[config.mk]
export PLATFORM = sky130hd
export DESIGN_NAME = fes_front_flat
export DESIGN_NICKNAME = d
export VERILOG_FILES = /design/src/sv/fes_pkg.sv /design/src/sv/fes_if.sv /design/src/sv/fes_front.sv /design/src/flat_wrapper.sv
export SDC_FILE = /design/constraint.sdc
export NUM_CORES = 1
export LEC_CHECK = 0
export ABC_AREA = 1
export BUFFER_PORTS_ARGS = -buffer_cell sky130_fd_sc_hd__buf_4
export CAP_MARGIN = 20
export CORE_UTILIZATION = 45
export CTS_BUF_LIST = sky130_fd_sc_hd__clkbuf_16
export CTS_CLUSTER_SIZE = 30
export DETAILED_ROUTE_END_ITERATION = 10
export PLACE_DENSITY = 0.78
export SYNTH_ARGS = -nofsm -noshare
export SYNTH_HDL_FRONTEND = slang
export SYNTH_SLANG_ARGS = --single-unit
export TNS_END_PERCENT = 20
[constraint.sdc]
create_clock -name clk -period 1.78 [get_ports clk]
set_clock_uncertainty 0.1 [all_clocks]
set_input_delay 0.356 -clock clk [delete_from_list [all_inputs] [get_ports clk]]
set_output_delay 0.356 -clock clk [all_outputs]
set_load 0.02 [all_outputs]
[src/sv/fes_pkg.sv]
package fes_pkg;

	// Field widths fixed by the channel definitions
	localparam int COORD_W = 6;
	localparam int PIX_W   = 8;
	localparam int SPK_W   = 5;
	localparam int RNG_W   = 32;
	localparam int CNT_W   = 5;

	// Default frame side and queue depth
	localparam int SIDE_DEF    = 64;
	localparam int QUEUE_DEPTH = 4;

	// Pixel levels
	localparam logic [PIX_W-1:0] IDLE_PIX    = 8'd96;
	localparam logic [PIX_W-1:0] DECAY_ABOVE = 8'd158;
	localparam logic [PIX_W-1:0] LIGHT_ABOVE = 8'd159;
	localparam logic [PIX_W-1:0] SPARK_PIX   = 8'd175;

	// Spark base in frame coordinates (bordered 16 less the border ring)
	localparam logic [COORD_W-1:0] SPARK_OFS = 6'd15;

	// Random generator
	localparam logic [RNG_W-1:0] RNG_SEED     = 32'h41C6167E;
	localparam logic [CNT_W-1:0] COUNT_RELOAD = 5'd31;
	localparam int               FOLD_SHIFT   = 4;

	// Operation kinds, same coding as the mode field
	localparam logic OP_CLEAR = 1'b0;
	localparam logic OP_PIXEL = 1'b1;

	typedef struct packed {
		logic               kind;
		logic [COORD_W-1:0] row;
		logic [COORD_W-1:0] col;
		logic               last;
		logic [SPK_W-1:0]   spark_row;
		logic [SPK_W-1:0]   spark_col;
	} op_t;

	typedef struct packed {
		logic [RNG_W-1:0] shift;
		logic [CNT_W-1:0] count;
	} rng_t;

	// One draw: rotate right and count down, or fold and reload
	function automatic rng_t rng_draw(rng_t s);
		rng_t n;
		n = s;
		if (s.count > 5'd1) begin
			n.count = s.count - 5'd1;
			n.shift = {s.shift[0], s.shift[RNG_W-1:1]};
		end else begin
			n.count = COUNT_RELOAD;
			n.shift = s.shift ^ (s.shift >> FOLD_SHIFT);
		end
		return n;
	endfunction

endpackage

[src/sv/fes_if.sv]
// Request channel: one beat per step
interface fes_req_if;
	logic                      valid;
	logic                      ready;
	logic                      mode;
	logic [fes_pkg::SPK_W-1:0] spark_row;
	logic [fes_pkg::SPK_W-1:0] spark_col;

	modport source(output valid, mode, spark_row, spark_col, input ready);
	modport sink(input valid, mode, spark_row, spark_col, output ready);
endinterface


[src/sv/fes_front.sv]
module fes_front #(
	parameter int SIDE = fes_pkg::SIDE_DEF
) (
	input  logic          clk,
	input  logic          arst_n,
	input  logic          cfg_we,
	input  logic          cfg_wdata,
	fes_req_if.sink       req,
	input  logic          q_full,
	output logic          push,
	output fes_pkg::op_t  push_op
);

	localparam logic [fes_pkg::COORD_W-1:0] LAST_RC = fes_pkg::COORD_W'(SIDE - 1);

	logic                        sparks_en_q;
	logic [fes_pkg::COORD_W-1:0] row_q;
	logic [fes_pkg::COORD_W-1:0] col_q;
	logic                        accept;
	logic                        is_clear;
	logic                        last;

	assign req.ready = !q_full;
	assign accept    = req.valid && req.ready;
	assign is_clear  = (req.mode == fes_pkg::OP_CLEAR);
	assign last      = (row_q == LAST_RC) && (col_q == LAST_RC);

	// Clears always go down; pixel steps only while sparks are enabled
	assign push = accept && (is_clear || sparks_en_q);

	always_comb begin
		push_op           = '0;
		push_op.kind      = req.mode;
		push_op.row       = row_q;
		push_op.col       = col_q;
		push_op.last      = last;
		push_op.spark_row = req.spark_row;
		push_op.spark_col = req.spark_col;
	end

	// Config register and raster position
	always_ff @(posedge clk or negedge arst_n) begin
		if (!arst_n) begin
			sparks_en_q <= 1'b0;
			row_q       <= '0;
			col_q       <= '0;
		end else begin
			if (cfg_we) begin
				sparks_en_q <= cfg_wdata;
			end
			if (accept) begin
				if (is_clear) begin
					row_q <= '0;
					col_q <= '0;
				end else if (sparks_en_q) begin
					if (col_q == LAST_RC) begin
						col_q <= '0;
						row_q <= last ? '0 : row_q + fes_pkg::COORD_W'(1);
					end else begin
						col_q <= col_q + fes_pkg::COORD_W'(1);
					end
				end
			end
		end
	end

endmodule

[src/flat_wrapper.sv]
// flat-port wrapper written by rule: the top's interface ports become plain ports
module fes_front_flat 
#(
	parameter int SIDE = fes_pkg::SIDE_DEF
)
  (clk, arst_n, cfg_we, cfg_wdata, q_full, push, push_op, req_valid, req_mode, req_spark_row, req_spark_col, req_ready);
  fes_req_if req_i ();
  input  logic clk;
  input  logic arst_n;
  input  logic cfg_we;
  input  logic cfg_wdata;
  input  logic q_full;
  output logic push;
  output fes_pkg::op_t push_op;
  input wire logic [$bits(req_i.valid)-1:0] req_valid;
  input wire logic [$bits(req_i.mode)-1:0] req_mode;
  input wire logic [$bits(req_i.spark_row)-1:0] req_spark_row;
  input wire logic [$bits(req_i.spark_col)-1:0] req_spark_col;
  output wire logic [$bits(req_i.ready)-1:0] req_ready;
  assign req_i.valid = req_valid;
  assign req_i.mode = req_mode;
  assign req_i.spark_row = req_spark_row;
  assign req_i.spark_col = req_spark_col;
  assign req_ready = req_i.ready;
  fes_front #(.SIDE(SIDE)) u_core (.clk(clk), .arst_n(arst_n), .cfg_we(cfg_we), .cfg_wdata(cfg_wdata), .req(req_i), .q_full(q_full), .push(push), .push_op(push_op));
endmodule
==> flow_summary.toml, run 1 <==
[floorplan]
initial_core_util_pct = 49.6
die_x_um = 46.3
coreArea_mm2 = 0.00178
die_h_um = 46.3
io_pins = 43
die-area_mm2 = 0.00215
rows = 15

[timing]
setup_tns_ps = 0
final_max_slew_viol_count = 0
setup_viol_count_final = 0
period_share_pct = 97.7
finalCriticalPeriod_ps = 1740
hold_viol_final = 0
worst_pin_slew_ps = 246
max_slew_margin_pct = 83.6
fmax_mhz = 575

[route]
num_vias = 827
drt-initial-drc-count = 23
wl_met3_um = 103
wirelength_um = 2030
m1WireLength_um = 915
ant_nets = 0
wl_met2_um = 997
wl_per_cell_um = 12.5
viasPerCell = 5.10
topRoutingLayerUsed = "met4"
drcViolationCount = 0
first_pass_iters = 4

[finish]
diodes = 0
multi_input_area_um2 = 459
final_design_area_no_fill_mm2 = 0.00120
nFillCells = 167
nets = 157
drive_gt1_share_pct = 40.9
final_cells = 162
regArea_um2 = 325
final_util_pct = 67.2
syn_to_final_growth_pct = 35.5

[synth]
yosys.area.top_type = "dfrtp_1"
yosys.cell_count.top_type = "nand2_1"
synth_cells = 111
async_reset_ff_share_pct = 100
avgSynthCellArea_um2 = 7.97
yosys_warnings = 0
synth-main-ff-cell = "dfrtp_1"
yosysSeqAreaShare_pct = 36.8
ys_types = 26
syn-cell-area_um2 = 885
synth_top_area_share_pct = 36.8
synth_edf_count = 0
synth_commonest_cells = "nand2_1, nor2_1, dfrtp_1, buf_4, inv_1"
yosys_register_bits = 13
syn_nets = 130
synthTopCellsByArea = "dfrtp_1, nand2_1, buf_4"

[global_route]
grt_pass1_wl_um = 3130
grt_max_degree = 14
grt_overflow_total = 0
grtUsageTotal_pct = 21.1
first_global_vias = 729
antenna_found_initial = 0

[worst_setup_path]
cp_data_arrival_time_ps = 1280
path_buf_inv = 2
r2r_cells = 9
rrSetupSlack_ps = 270
cpPeakStageDelay_ps = 410
crit_chain = "ha_4, nand3_2, nor2_2, nand2_2, inv_2, buf_6"
reg2reg_to = "u_core.row_q[0]$_DFFE_PN0P_"
critPathTopFamily = "flip-flops"
cp.required_ps = 1320
crit_fanout = 2
slowest_stage = "dfrtp_1"
r2r_start = "u_core.col_q[0]$_DFFE_PN0P_"
critical_path_class = "flip-flop to output port"
endpoint_kind = "output port"
cp-start-kind = "flip-flop"

[clock_network]
numCtsBuffers = 3
clk_latency_ps = 240
cts_tree = "built"
cts_root_buf = "clkbuf_16"
clkTransAtPathRegs_ps = 40
cts_buffer_depth = 2
cts.sinks = 13
cts_max_level = 1

[power]
ir_drop_mv = 0.755
static-leakage-power_nw = 0.593
p_per_area_mw_per_mm2 = 908

[run_status]
status = "completed"

[placed_design]
hpwl_um = 1350
place_inst = 146
port_buffers = 22
routabilityCongestion = 0.830
placed_cell_area_um2 = 991

[worst_hold_path]
hold_class = "input port to flip-flop"
hold_depth = 3
worstHoldEndpoint = "u_core.sparks_en_q$_DFFE_PN0P_"
holdCritStartpoint = "cfg_wdata"

[flow_run]
max-cap-violations = 0
[sequential cells by signal (all words and copies together) (netlist names)]
register	flops
u_core.sparks_en_q	1
u_core.col_q	6
u_core.row_q	6
[cell type report]
type | instances | area share (%)
clock buffers | 3 | 6.26
clock inverters | 1 | 0.313
inverters | 10 | 3.55
multi-input cells | 76 | 38.3
flip-flops and latches | 13 | 27.1
well taps | 25 | 2.61
repair buffers | 34 | 21.8
[per-stage QoR]
step	setup WS, ps	power, W	hold WS, ps
after detailed placement	126	0.000611	112
after global placement	174	0.000602	109
final	41.4	0.00109	231
after floorplan	93.9	0.000542	-39.6
after CTS	3.38	0.00106	231
after global routing	-48.6	0.00115	266
[layout by cell type, fill, tap and decap left out, types with 2 or more instances in the layout]
master | synthesis | routed
buf_4 | 12 | 32
clkbuf_16 | 0 | 3
dfrtp_1 | 13 | 13
inv_1 | 7 | 7
inv_2 | 2 | 3
nand2_1 | 29 | 28
nand2_2 | 1 | 2
nand3_1 | 6 | 5
nand3_4 | 1 | 2
nand4_1 | 2 | 2
nor2_1 | 14 | 13
nor2_2 | 2 | 3
nor2_4 | 2 | 2
o21ai_0 | 5 | 5
o21ai_2 | 2 | 2
[worst reg2reg max path: cells and delay by family, from the launching register on]
| family | cells | cell delay (ps) |
|---|---|---|
| DFF | 1 | 350 |
| and+or+nand+nor | 6 | 530 |
| buffers and inverters | 2 | 200 |
| adders and majority gates | 1 | 220 |
[power breakdown]
part / total, W / internal (W) / switching, W
Clock: 0.000409 / 0.000295 / 0.000113
Combinational: 0.000311 / 0.000149 / 0.000162
Sequential: 0.000369 / 0.000331 / 0.0000385
[per-layer routing]
metal / up-vias / track usage [%]
li1: 396 / -
met1: 400 / 26.1
met2: 29 / 35.8
met3: 2 / 3.53
met4: 0 / 8.82
met5: - / 0
[what timing repair did]
item | in CTS | in global routing
hold buffers | 1 | 0
gates cloned | 0 | 0
endpoints found under the hold margin | 13 | 0
setup endpoints to repair | 1 | 1
resized for setup | 2 | 7
buffers inserted | 6 | 5
pin swaps | 3 | 4
[worst max-delay path by stage]
stage | from | to | slack, ps | depth (start not counted)
2_1_floorplan | u_core.col_q[0]$_DFFE_PN0P_ | push_op[10] | 90 | 6
3_3_place_gp | u_core.col_q[0]$_DFFE_PN0P_ | push_op[10] | 170 | 6
3_5_place_dp | u_core.col_q[0]$_DFFE_PN0P_ | push_op[10] | 130 | 6
4_1_cts | u_core.col_q[1]$_DFFE_PN0P_ | push_op[10] | 3 | 6
5_1_grt | u_core.row_q[1]$_DFFE_PN0P_ | push_op[10] | -50 | 6
6_report | u_core.row_q[1]$_DFFE_PN0P_ | push_op[10] | 40 | 6
[logic make-up after synthesis]
| family | synth area share (%) |
|---|---|
| and+or+nand+nor | 33.9 |
| buffers and inverters | 15.0 |
| DFF | 36.8 |
| AOI/OAI and AO/OA | 9.48 |
| xor gates and xnor gates | 1.98 |
| adders and majority gates | 2.83 |
(Power assumes the default switching activity.)
==> run 2: changes to the inputs <==
Settings changed: BUFFER_PORTS_ARGS -buffer_cell sky130_fd_sc_hd__buf_4 to -buffer_cell sky130_fd_sc_hd__buf_2.
==> run 2 against run 1 <==
Clock power is 2% higher. Flip-flop and latch count stayed put. Via count is 4.4% lower. First-iteration DRC count is 26% higher. Non-clock buffer count is 1 lower. Total power is 2.0% lower. Count of clock-buffer cells in the layout stayed put. Die area stayed put. Design area is 5.1% lower.
==> flow_summary.toml, run 2 (same netlist as run 1, synthesis figures left out) <==
[clock_network]
cts.sinks = 13
clk_latency_ps = 240
cts_buffer_depth = 2
clkTransAtPathRegs_ps = 40
cts_max_level = 1
numCtsBuffers = 3
cts_root_buf = "clkbuf_16"
cts_tree = "built"

[flow_run]
max-cap-violations = 0

[route]
num_vias = 791
drcViolationCount = 0
wirelength_um = 1930
ant_nets = 0
viasPerCell = 4.91
drt-initial-drc-count = 29
first_pass_iters = 4
wl_per_cell_um = 12.0

[timing]
hold_viol_final = 0
setup_tns_ps = 0
fmax_mhz = 574
worst_pin_slew_ps = 296
max_slew_margin_pct = 80.2
setup_viol_count_final = 0
period_share_pct = 97.8
finalCriticalPeriod_ps = 1740
final_max_slew_viol_count = 0

[worst_setup_path]
cp-endpoint = "push_op[10]"
crit_fanout = 3
rrSetupSlack_ps = 190
r2r_cells = 10
cp_data_arrival_time_ps = 1280
endpoint_kind = "output port"
cp.required_ps = 1320
reg2reg_to = "u_core.row_q[3]$_DFFE_PN0P_"
startpoint = "u_core.col_q[1]$_DFFE_PN0P_"
r2r_start = "u_core.col_q[1]$_DFFE_PN0P_"
cp-start-kind = "flip-flop"
critical_path_class = "flip-flop to output port"

[finish]
syn_to_final_growth_pct = 28.6
nFillCells = 163
final_cell_mix = "nand2_1, buf_2, nor2_1, dfrtp_1, buf_4"
diodes = 0
largestRegisters = "u_core.col_q (6), u_core.row_q (6), u_core.sparks_en_q (1)"
final_design_area_no_fill_mm2 = 0.00114
nets = 156
drive_gt1_share_pct = 39.7
final_common_cell = "nand2_1"

[placed_design]
port_buffers = 22
routabilityCongestion = 0.833
hpwl_um = 1230
placed_cell_area_um2 = 936

[floorplan]
die_x_um = 46.3
initial_core_util_pct = 49.6
die-area_mm2 = 0.00215
io_pins = 43
coreArea_mm2 = 0.00178
rows = 15
die_h_um = 46.3

[worst_hold_path]
holdCritStartpoint = "cfg_we"
hold_depth = 2
hold_class = "input port to flip-flop"

[global_route]
grt_pass1_wl_um = 3070
antenna_found_initial = 0
grt_overflow_total = 0
grt_max_degree = 14
grtUsageTotal_pct = 20.6
first_global_vias = 699

[power]
static-leakage-power_nw = 0.583
totalPowerFinal_w = 0.00107
ir_drop_mv = 0.636
p_per_area_mw_per_mm2 = 938

[run_status]
status = "completed"
[run 2: timing repair]
action	4_1_cts	5_1_grt
buffers inserted	5	5
endpoints found under the hold margin	13	0
gates resized for setup	3	5
hold buffers	1	0
gates cloned	0	0
setup endpoints to repair	1	1
pin swaps	1	5
[run 2: final cells by class]
type | instances | area, um2 | area share (%)
Clock inverter | 1 | 3.75 | 0.330
Sequential cell | 13 | 325 | 28.6
Timing Repair Buffer | 33 | 198 | 17.4
Clock buffer | 3 | 75.1 | 6.60
Tap cell | 25 | 31.3 | 2.75
Inverter | 10 | 42.5 | 3.74
Multi-Input combinational cell | 76 | 462 | 40.6
[run 2: power breakdown]
group          internal (W)  switching, W  leakage (nW)
combinational      0.000122      0.000156         0.366
clock              0.000296      0.000123        0.0423
sequential         0.000331     0.0000391         0.175
total              0.000749      0.000318         0.583
[run 2: critical path, cell delays in order (launching register included)]
cell	delay (ps)
dfrtp_1	390
ha_4	160
nand3_2	100
nor2_4	120
nand2_2	80
inv_1	60
buf_4	130
[run 2: stage by stage]
step | hold WS [ps] | setup slack, ps | cells | utilization, %
final | 221 | 39.2 | 161 | 63.8
after global placement | 158 | 171 | 146 | 52.5
after detailed placement | 161 | 143 | 146 | 52.5
after floorplan | -39.6 | 93.9 | 111 | -
after global routing | 261 | -30.3 | 161 | 63.8
after CTS | 223 | 6.26 | 156 | 60.0
[run 2: worst min-delay path by stage]
stage,to
finish,u_core.sparks_en_q$_DFFE_PN0P_
global route,u_core.sparks_en_q$_DFFE_PN0P_
CTS,u_core.sparks_en_q$_DFFE_PN0P_
detailed placement,u_core.col_q[2]$_DFFE_PN0P_
global placement,u_core.col_q[2]$_DFFE_PN0P_
floorplan,u_core.col_q[0]$_DFFE_PN0P_
[run 2: metal layers]
metal | share of wire (%) | vias to the layer above | GRT usage [%]
li1 | - | 395 | -
met2 | 51 | 21 | 34.2
met5 | 0 | - | 0
met3 | 4.6 | 0 | 7.06
met4 | 0 | 0 | 5.88
met1 | 45 | 375 | 24.9
