### config.mk
export PLATFORM = sky130hd
export DESIGN_NAME = fes_queue
export DESIGN_NICKNAME = d
export VERILOG_FILES = /design/src/sv/fes_pkg.sv /design/src/sv/fes_queue.sv
export SDC_FILE = /design/constraint.sdc
export NUM_CORES = 1
export LEC_CHECK = 0
export BUFFER_PORTS_ARGS = -buffer_cell sky130_fd_sc_hd__buf_2
export CAP_MARGIN = 10
export CORE_ASPECT_RATIO = 0.6
export CORE_MARGIN = 4
export CORE_UTILIZATION = 51
export DETAILED_ROUTE_END_ITERATION = 6
export GPL_TIMING_DRIVEN = 0
export PLACE_DENSITY = 0.71
export SYNTH_ARGS = -nofsm -noshare
export SYNTH_HDL_FRONTEND = slang
export SYNTH_SLANG_ARGS = --single-unit
### constraint.sdc
create_clock -name clk -period 1.6 [get_ports clk]
set_clock_uncertainty 0.1 [all_clocks]
set_input_delay 0.32 -clock clk [delete_from_list [all_inputs] [get_ports clk]]
set_output_delay 0.32 -clock clk [all_outputs]
set_load 0.02 [all_outputs]
### src/sv/fes_pkg.sv
package fes_pkg;

	// Field widths fixed by the channel definitions
	localparam int COORD_W = 6;
	localparam int PIX_W   = 8;
	localparam int SPK_W   = 5;
	localparam int RNG_W   = 32;
	localparam int CNT_W   = 5;

	// Default frame side and queue depth
	localparam int SIDE_DEF    = 64;
	localparam int QUEUE_DEPTH = 4;

	// Pixel levels
	localparam logic [PIX_W-1:0] IDLE_PIX    = 8'd96;
	localparam logic [PIX_W-1:0] DECAY_ABOVE = 8'd158;
	localparam logic [PIX_W-1:0] LIGHT_ABOVE = 8'd159;
	localparam logic [PIX_W-1:0] SPARK_PIX   = 8'd175;

	// Spark base in frame coordinates (bordered 16 less the border ring)
	localparam logic [COORD_W-1:0] SPARK_OFS = 6'd15;

	// Random generator
	localparam logic [RNG_W-1:0] RNG_SEED     = 32'h41C6167E;
	localparam logic [CNT_W-1:0] COUNT_RELOAD = 5'd31;
	localparam int               FOLD_SHIFT   = 4;

	// Operation kinds, same coding as the mode field
	localparam logic OP_CLEAR = 1'b0;
	localparam logic OP_PIXEL = 1'b1;

	typedef struct packed {
		logic               kind;
		logic [COORD_W-1:0] row;
		logic [COORD_W-1:0] col;
		logic               last;
		logic [SPK_W-1:0]   spark_row;
		logic [SPK_W-1:0]   spark_col;
	} op_t;

	typedef struct packed {
		logic [RNG_W-1:0] shift;
		logic [CNT_W-1:0] count;
	} rng_t;

	// One draw: rotate right and count down, or fold and reload
	function automatic rng_t rng_draw(rng_t s);
		rng_t n;
		n = s;
		if (s.count > 5'd1) begin
			n.count = s.count - 5'd1;
			n.shift = {s.shift[0], s.shift[RNG_W-1:1]};
		end else begin
			n.count = COUNT_RELOAD;
			n.shift = s.shift ^ (s.shift >> FOLD_SHIFT);
		end
		return n;
	endfunction

endpackage

### src/sv/fes_queue.sv
module fes_queue (
	input  logic          clk,
	input  logic          arst_n,
	input  logic          push,
	input  fes_pkg::op_t  push_op,
	output logic          full,
	input  logic          pop,
	output logic          empty,
	output fes_pkg::op_t  head
);

	localparam int PTR_W = $clog2(fes_pkg::QUEUE_DEPTH);

	fes_pkg::op_t     entries_q [fes_pkg::QUEUE_DEPTH];
	logic [PTR_W-1:0] wr_ptr_q;
	logic [PTR_W-1:0] rd_ptr_q;
	logic [PTR_W:0]   count_q;

	assign full  = (count_q == (PTR_W+1)'(fes_pkg::QUEUE_DEPTH));
	assign empty = (count_q == '0);
	assign head  = entries_q[rd_ptr_q];

	// Entry storage
	always_ff @(posedge clk) begin
		if (push) begin
			entries_q[wr_ptr_q] <= push_op;
		end
	end

	// Pointers and fill count
	always_ff @(posedge clk or negedge arst_n) begin
		if (!arst_n) begin
			wr_ptr_q <= '0;
			rd_ptr_q <= '0;
			count_q  <= '0;
		end else begin
			if (push) begin
				wr_ptr_q <= wr_ptr_q + PTR_W'(1);
			end
			if (pop) begin
				rd_ptr_q <= rd_ptr_q + PTR_W'(1);
			end
			if (push && !pop) begin
				count_q <= count_q + (PTR_W+1)'(1);
			end else if (pop && !push) begin
				count_q <= count_q - (PTR_W+1)'(1);
			end
		end
	end

endmodule

==> impl_metrics.tcl, run 1 <==
set metrics [dict create \
    run_status "finished, violations left" \
    violations "negative setup slack" \
    routed-via-count 1771 \
    buffer_ports.inserted 53 \
    critical_path_peak_fanout 7 \
    dpl_cell_area_mm2 0.00430 \
    fp.dieH_um 75.8 \
    finalWeightedCongestion 0.677 \
    cp_data_arrival_time_ns 1.70 \
    setup_viol_count_final 24 \
    total_track_usage_pct 15.3 \
    dp_hpwl_um 3920 \
    critical_path.slowest_cell "sky130_fd_sc_hd__mux4_2" \
    synth_warnings 0 \
    first_pass_grt_wire_length_um 9840 \
    count_leader_synth "sky130_fd_sc_hd__edfxtp_1" \
    cts.root.buffer_cell "sky130_fd_sc_hd__clkbuf_16" \
    route.detailed.drc 0 \
    io_pins 54 \
    cts_tree "built" \
    ctsLongestPathBuffers 2 \
    synthesis.nets 194 \
    cts_buffers 9 \
    synth_async_sr_flop_share_pct 6.80 \
    multiInputGateArea_um2 761 \
    layout_min_cycle_time_ns 2.12 \
    static-leakage-power_nw 1.73 \
    floorplan.rows 24 \
    max_cap_violations 0 \
    dieArea_mm2 0.00916 \
    timing.slew.headroom_pct 74.7 \
    syn_std_cell_area_mm2 0.00390 \
    clk_pin_slew_worst_paths_ns 0.07 \
    cp_slowest_stage_delay_ns 0.52 \
    fin_hold_ws_ns 0.0906 \
    synth_edf_count 96 \
    setup.worst_path.end_class "output pin" \
    detailedRoute.firstPassIterationCount 4 \
    postLayoutSetupSlackWorst_ns -0.517 \
    p_per_area_mw_per_mm2 1950 \
    yosys.cell_types.count 19 \
    drive_above_1_share_pct 48.5 \
    maximum_clock_frequency_mhz 472 \
    pin_count_of_the_biggest_net_entering_global_routing 25 \
    core_area_mm2 0.00736 \
    syn_inst 160 \
    avgViaCountPerCell 5.19 \
    final.fill_count 491 \
    detail_route.wirelength_um 6570 \
    ys_top_cells_by_area "sky130_fd_sc_hd__edfxtp_1, sky130_fd_sc_hd__mux4_2, sky130_fd_sc_hd__dfrtp_1, sky130_fd_sc_hd__mux4_1, sky130_fd_sc_hd__ha_1" \
    grt_pass1_vias 1791 \
    area.growth.synth_to_final_pct 24.4 \
    yosys.area.top_type_share_pct 73.9 \
    primary_flip_flop_cell_chosen_by_synthesis_mapping "sky130_fd_sc_hd__edfxtp_1" \
    timing.hold.worst.class "primary input to register" \
    ir_drop_v 0.000913 \
    drt_iter0_markers 96 \
    num-nets-final 266 \
    tritoncts_num_sinks 103 \
    n_antenna_cell 0 \
    clkLatencyLatePin_ns 0.34 \
    antenna_found_initial 0 \
    ys_seq_area_share_pct 78.4 \
    htreeDepth 3 \
    post-route-util_pct 66.0 \
    grt_overflow_total 0 \
    most_common_library_cells_after_synthesis "sky130_fd_sc_hd__edfxtp_1, sky130_fd_sc_hd__mux4_2, sky130_fd_sc_hd__dfrtp_1" \
    worst_setup_path_start_kind "register" \
    final_antenna_net_count 0 \
    finalCritPeriodShare_pct 132 \
    slew_viol_final 0 \
    postLayoutCellArea_mm2 0.00485 \
    crit_chain "buf_8 -> clkbuf_16 -> mux4_2 -> buf_6" \
    report.final.hold_viol_count 0 \
    synth.largest_area_cell "sky130_fd_sc_hd__edfxtp_1" \
    synth.ff_latch_count 103 \
    worst_margin_slew_ns 0.380 \
    critical_path_required_ns 1.18 \
    seq_area_mm2 0.00306 \
    syn_avg_cell_area_um2 24.4 \
    grt_setup_unrepaired "true" \
    dieWidth_um 121 \
    timing_worst_setup_path_type "register to output pin" \
    routed_wire_length_per_instance_um 19.3 \
    start_util_pct 53.0 \
]
## report_power, final
part	internal, mW	switching, mW
Sequential	3.55	0.188
Combinational	1.95	1.76
Clock	1.07	0.951
## per-stage QoR
| step | setup TNS, ns | total power, mW | instances | setup slack, ns |
|---|---|---|---|---|
| after floorplan | 0 | 5.75 | 160 | 0.00360 |
| after global placement | -10.83 | 6.55 | 317 | -0.186 |
| after detailed placement | -13.61 | 6.61 | 317 | -0.228 |
| after CTS | -12.07 | 8.91 | 336 | -0.545 |
| after global routing | -13.01 | 9.91 | 341 | -0.564 |
| final | -11.72 | 9.46 | 341 | -0.517 |
## registers in the layout, summed over array words and instances (netlist names)
register   flops
rd_ptr_q       2
entries_q     96
count_q        3
wr_ptr_q       2
## timing repair
action | 4_1_cts | 5_1_grt
setup buffers | 2 | 3
pin swaps | 0 | 1
cloned | 0 | 2
endpoints found under the setup margin | 122 | 26
hold buffers | 1 | 0
gates resized for setup | 24 | 43
endpoints found under the hold margin | 7 | 0
## worst paths after layout
| path | to | slack, ns | cells after the start | from |
|---|---|---|---|---|
| hold / removal | entries_q[2][2] | 0.09 | 1 | push_op[2] |
| hold reg to reg | count_q[2] | 0.41 | 1 | count_q[2] |
| max in group asynchronous | count_q[1] | 0.96 | 2 | arst_n |
| setup reg to reg | count_q[2] | 0.06 | 4 | count_q[0] |
| min in group asynchronous | rd_ptr_q[1] | 0.26 | 2 | arst_n |
| setup / recovery | head[4] | -0.52 | 4 | rd_ptr_q[0] |
## area by class of cell
type	instances	share of cell area [%]
plain buffers	6	1.68
flip-flops and latches	103	63.0
clock buffers	9	4.64
clock inverters	7	1.19
well taps	104	2.68
inverters	4	0.309
multi-input cells	47	15.7
repair buffers	61	10.8
## logic make-up after synthesis
| kind of cell | Yosys count | synth area share (%) |
|---|---|---|
| compound gates | 1 | 0.128 |
| xor+xnor | 6 | 1.35 |
| fa+ha+maj | 6 | 2.12 |
| buf+inv | 10 | 2.08 |
| flops | 103 | 78.4 |
| mux | 25 | 14.7 |
| simple gates | 9 | 1.25 |
## critical path: cells and delay by family (launching register included)
kind     cells  cell delay (ns)
buf+inv      3             0.47
mux          1             0.52
flops        1             0.36
## metal layers
layer / wire (um) / part of all wire [%] / global-route usage, % / vias up
met2: 3010 / 46 / 21.4 / 48
met5: 0 / 0 / 0 / -
met1: 3030 / 46 / 21.9 / 910
li1: - / - / - / 802
met4: 91 / 1.4 / 5.65 / 0
met3: 443 / 6.7 / 6.08 / 11
## layout by cell type, fill, tap and decap left out
cell type,netlist,layout
sky130_fd_sc_hd__and2_4,0,4
sky130_fd_sc_hd__buf_12,2,3
sky130_fd_sc_hd__buf_2,3,28
sky130_fd_sc_hd__buf_4,0,8
sky130_fd_sc_hd__buf_6,1,24
sky130_fd_sc_hd__buf_8,0,1
sky130_fd_sc_hd__clkbuf_16,0,11
sky130_fd_sc_hd__clkinv_2,0,1
sky130_fd_sc_hd__clkinv_4,0,3
sky130_fd_sc_hd__clkinvlp_4,0,2
sky130_fd_sc_hd__dfrtp_1,7,5
sky130_fd_sc_hd__dfrtp_2,0,2
sky130_fd_sc_hd__dlygate4sd3_1,0,1
sky130_fd_sc_hd__edfxtp_1,96,96
sky130_fd_sc_hd__fa_1,1,1
sky130_fd_sc_hd__ha_1,5,5
sky130_fd_sc_hd__inv_1,4,4
sky130_fd_sc_hd__inv_8,0,1
sky130_fd_sc_hd__mux2_2,1,1
sky130_fd_sc_hd__mux4_2,18,24
sky130_fd_sc_hd__nand2_1,2,2
sky130_fd_sc_hd__nor2_1,1,1
sky130_fd_sc_hd__nor3_2,0,1
sky130_fd_sc_hd__nor3b_2,0,1
sky130_fd_sc_hd__o21ai_0,1,1
sky130_fd_sc_hd__xnor2_1,2,2
sky130_fd_sc_hd__xor2_1,4,4
Note: power is estimated with default switching activity, not from simulation.
==> run 2, diff against run 1 <==
--- a/config.mk
+++ b/config.mk
@@ -9,10 +9,10 @@
 export CAP_MARGIN = 10
 export CORE_ASPECT_RATIO = 0.6
 export CORE_MARGIN = 4
-export CORE_UTILIZATION = 51
+export CORE_UTILIZATION = 35
 export DETAILED_ROUTE_END_ITERATION = 6
 export GPL_TIMING_DRIVEN = 0
-export PLACE_DENSITY = 0.71
+export PLACE_DENSITY = 0.49
 export SYNTH_ARGS = -nofsm -noshare
 export SYNTH_HDL_FRONTEND = slang
 export SYNTH_SLANG_ARGS = --single-unit
==> constraint.sdc (replaced) <==
create_clock -name clk -period 2 [get_ports clk]
set_clock_uncertainty 0.1 [all_clocks]
set_input_delay 0.4 -clock clk [delete_from_list [all_inputs] [get_ports clk]]
set_output_delay 0.4 -clock clk [all_outputs]
set_load 0.02 [all_outputs]
==> run 2 against run 1 <==
Compared with the run above:
- the run still ends with negative setup slack left
- critical path depth did not move
- cell area fell by 0.59%
- sequential share of layout area rose by 0.32 points
- utilization fell by 21 points
- first-iteration DRC count fell by 17%
- sequential cell count did not move
- critical path type unchanged
- critical endpoint is now head[7]
- clock-buffer cell count did not move
- worst setup slack improved by 0.34 ns
==> impl_metrics.tcl, run 2 (synthesis gave the netlist of run 1 again) <==
set metrics [dict create \
    cp_data_arrival_time_ns 1.67 \
    num-nets-final 266 \
    final_antenna_net_count 0 \
    first_pass_grt_wire_length_um 10400 \
    timing.hold.worst.class "primary input to register" \
    htreeDepth 3 \
    postLayoutSetupSlackWorst_ns -0.172 \
    critical_path_required_ns 1.50 \
    finalWeightedCongestion 0.658 \
    critical_path_peak_fanout 9 \
    dieWidth_um 144 \
    routed_wire_length_per_instance_um 18.1 \
    dieArea_mm2 0.0130 \
    static-leakage-power_nw 1.70 \
    p_per_area_mw_per_mm2 1520 \
    route.detailed.drc 0 \
    sw_frac_of_total_pct 30.8 \
    mostFrequentLayoutCells "sky130_fd_sc_hd__edfxtp_1, sky130_fd_sc_hd__buf_2, sky130_fd_sc_hd__mux4_2" \
    postLayoutCellArea_mm2 0.00483 \
    run_status "finished, violations left" \
    crit_chain "buf_6 -> buf_12 -> mux4_2 -> buf_6" \
    buffer_ports.inserted 53 \
    setup.worst_path.end_class "output pin" \
    cts_buffers 9 \
    grt_setup_unrepaired "true" \
    pin_count_of_the_biggest_net_entering_global_routing 25 \
    core_area_mm2 0.0107 \
    grt_pass1_vias 1872 \
    tritoncts_num_sinks 103 \
    floorplan.rows 29 \
    cellInternalPower_mw 5.09 \
    start_util_pct 36.3 \
    total_track_usage_pct 11.2 \
    routed-via-count 1741 \
    dp_hpwl_um 4440 \
    drt_iter0_markers 80 \
    post-layout-total-power_mw 7.35 \
    area.growth.synth_to_final_pct 23.7 \
    share_of_total_power_in_sequential_cells_pct 40.4 \
    worst_setup_path_start_kind "register" \
    flip_flop_count_of_the_largest_register_after_layout 96 \
    n_antenna_cell 0 \
    report.final.hold_viol_count 0 \
    crit_top_cell "sky130_fd_sc_hd__buf_6" \
    slew_viol_final 0 \
    violations "negative setup slack" \
    timing_worst_setup_path_type "register to output pin" \
    post-route-util_pct 44.9 \
    reg.largest.list "entries_q: 96 flops, count_q: 3 flops" \
    cp_slowest_stage_delay_ns 0.55 \
    post-place-ws_ns -0.199 \
    final.fill_count 930 \
    detail_route.wirelength_um 6800 \
    grt_overflow_total 0 \
    mostFrequentLayoutCell "sky130_fd_sc_hd__edfxtp_1" \
    worst_margin_slew_ns 0.708 \
    cts.root.buffer_cell "sky130_fd_sc_hd__clkbuf_16" \
    worst-path-buf-inv 3 \
    netSwitchingPower_mw 2.26 \
    regMostFlops "entries_q" \
    drive_above_1_share_pct 45.6 \
    timing.slew.headroom_pct 52.8 \
    cp_top_family "multiplexers" \
    ctsLongestPathBuffers 2 \
    setup_viol_count_final 24 \
    antenna_found_initial 0 \
    critical_path.slowest_cell "sky130_fd_sc_hd__mux4_2" \
    max_cap_violations 0 \
    cts_tree "built" \
    avgViaCountPerCell 4.63 \
    io_pins 54 \
    p_comb_share_pct 35.8 \
    ir_drop_v 0.000490 \
    clk_pin_slew_worst_paths_ns 0.07 \
    p_clk_share_pct 23.9 \
    finalCritPeriodShare_pct 109 \
    maximum_clock_frequency_mhz 460 \
    layout_min_cycle_time_ns 2.17 \
    fp.dieH_um 89.8 \
    clkLatencyLatePin_ns 0.34 \
    detailedRoute.firstPassIterationCount 4 \
    dpl_cell_area_mm2 0.00442 \
]
==> run 2: changes by cell type in the layout (fill, tap and decap cells not counted), sizes merged <==
cell,delta
buf,+1
bufinv,+1
clkbuf,-1
clkinv,-1
==> run 2: layout make-up <==
cell class / count / area, um^2 / area share (%)
flip-flops and latches: 103 / 3060 / 63.4
multi-input cells: 47 / 742 / 15.4
repair buffers: 61 / 448 / 9.28
clock buffers: 9 / 225 / 4.67
well taps: 139 / 174 / 3.60
clock inverters: 7 / 82.6 / 1.71
plain buffers: 6 / 81.3 / 1.69
inverters: 4 / 15.0 / 0.311
==> run 2: power groups by stage <==
stage	combinational, mW	clock [mW]	sequential, mW
3_5_place_dp	2.41	0	3.01
2_1_floorplan	1.62	0	2.98
3_3_place_gp	2.30	0	3.02
5_1_grt	2.84	1.90	3.01
4_1_cts	2.53	1.81	2.97
6_report	2.63	1.75	2.97
==> run 2: final timing paths <==
check | startpoint | endpoint | slack, ns | depth (start not counted)
max | rd_ptr_q[0] | head[7] | -0.17 | 4
min | pop | rd_ptr_q[0] | 0.17 | 2
max reg2reg | wr_ptr_q[1] | entries_q[1][11] | 0.16 | 4
min reg2reg | count_q[2] | count_q[2] | 0.39 | 1
max in group asynchronous | arst_n | rd_ptr_q[0] | 1.31 | 2
min in group asynchronous | arst_n | count_q[1] | 0.33 | 2
==> run 2: per-layer routing <==
| layer | track usage, % | vias up | share of wire [%] |
|---|---|---|---|
| met5 | 0 | - | 0 |
| li1 | - | 798 | - |
| met4 | 4.43 | 0 | 1.5 |
| met2 | 15.0 | 48 | 42 |
| met1 | 16.2 | 884 | 50 |
| met3 | 4.45 | 11 | 6.1 |
==> run 2: through the flow <==
step / instances / setup TNS, ns / hold slack (ns)
floorplan: 160 / 0 / 0.00441
global placement: 352 / -16.25 / 0.147
detailed placement: 355 / -4.75 / 0.141
CTS: 375 / -4.33 / 0.154
global route: 376 / -4.87 / 0.156
finish: 376 / -3.19 / 0.171
==> run 2: timing repair <==
item / 4_1_cts / 5_1_grt
endpoints found under the hold margin: 7 / 0
pin swaps: 0 / 0
buffers inserted: 3 / 1
setup endpoints to repair: 48 / 24
gates resized for setup: 9 / 22
cloned: 0 / 0
hold buffers: 1 / 0
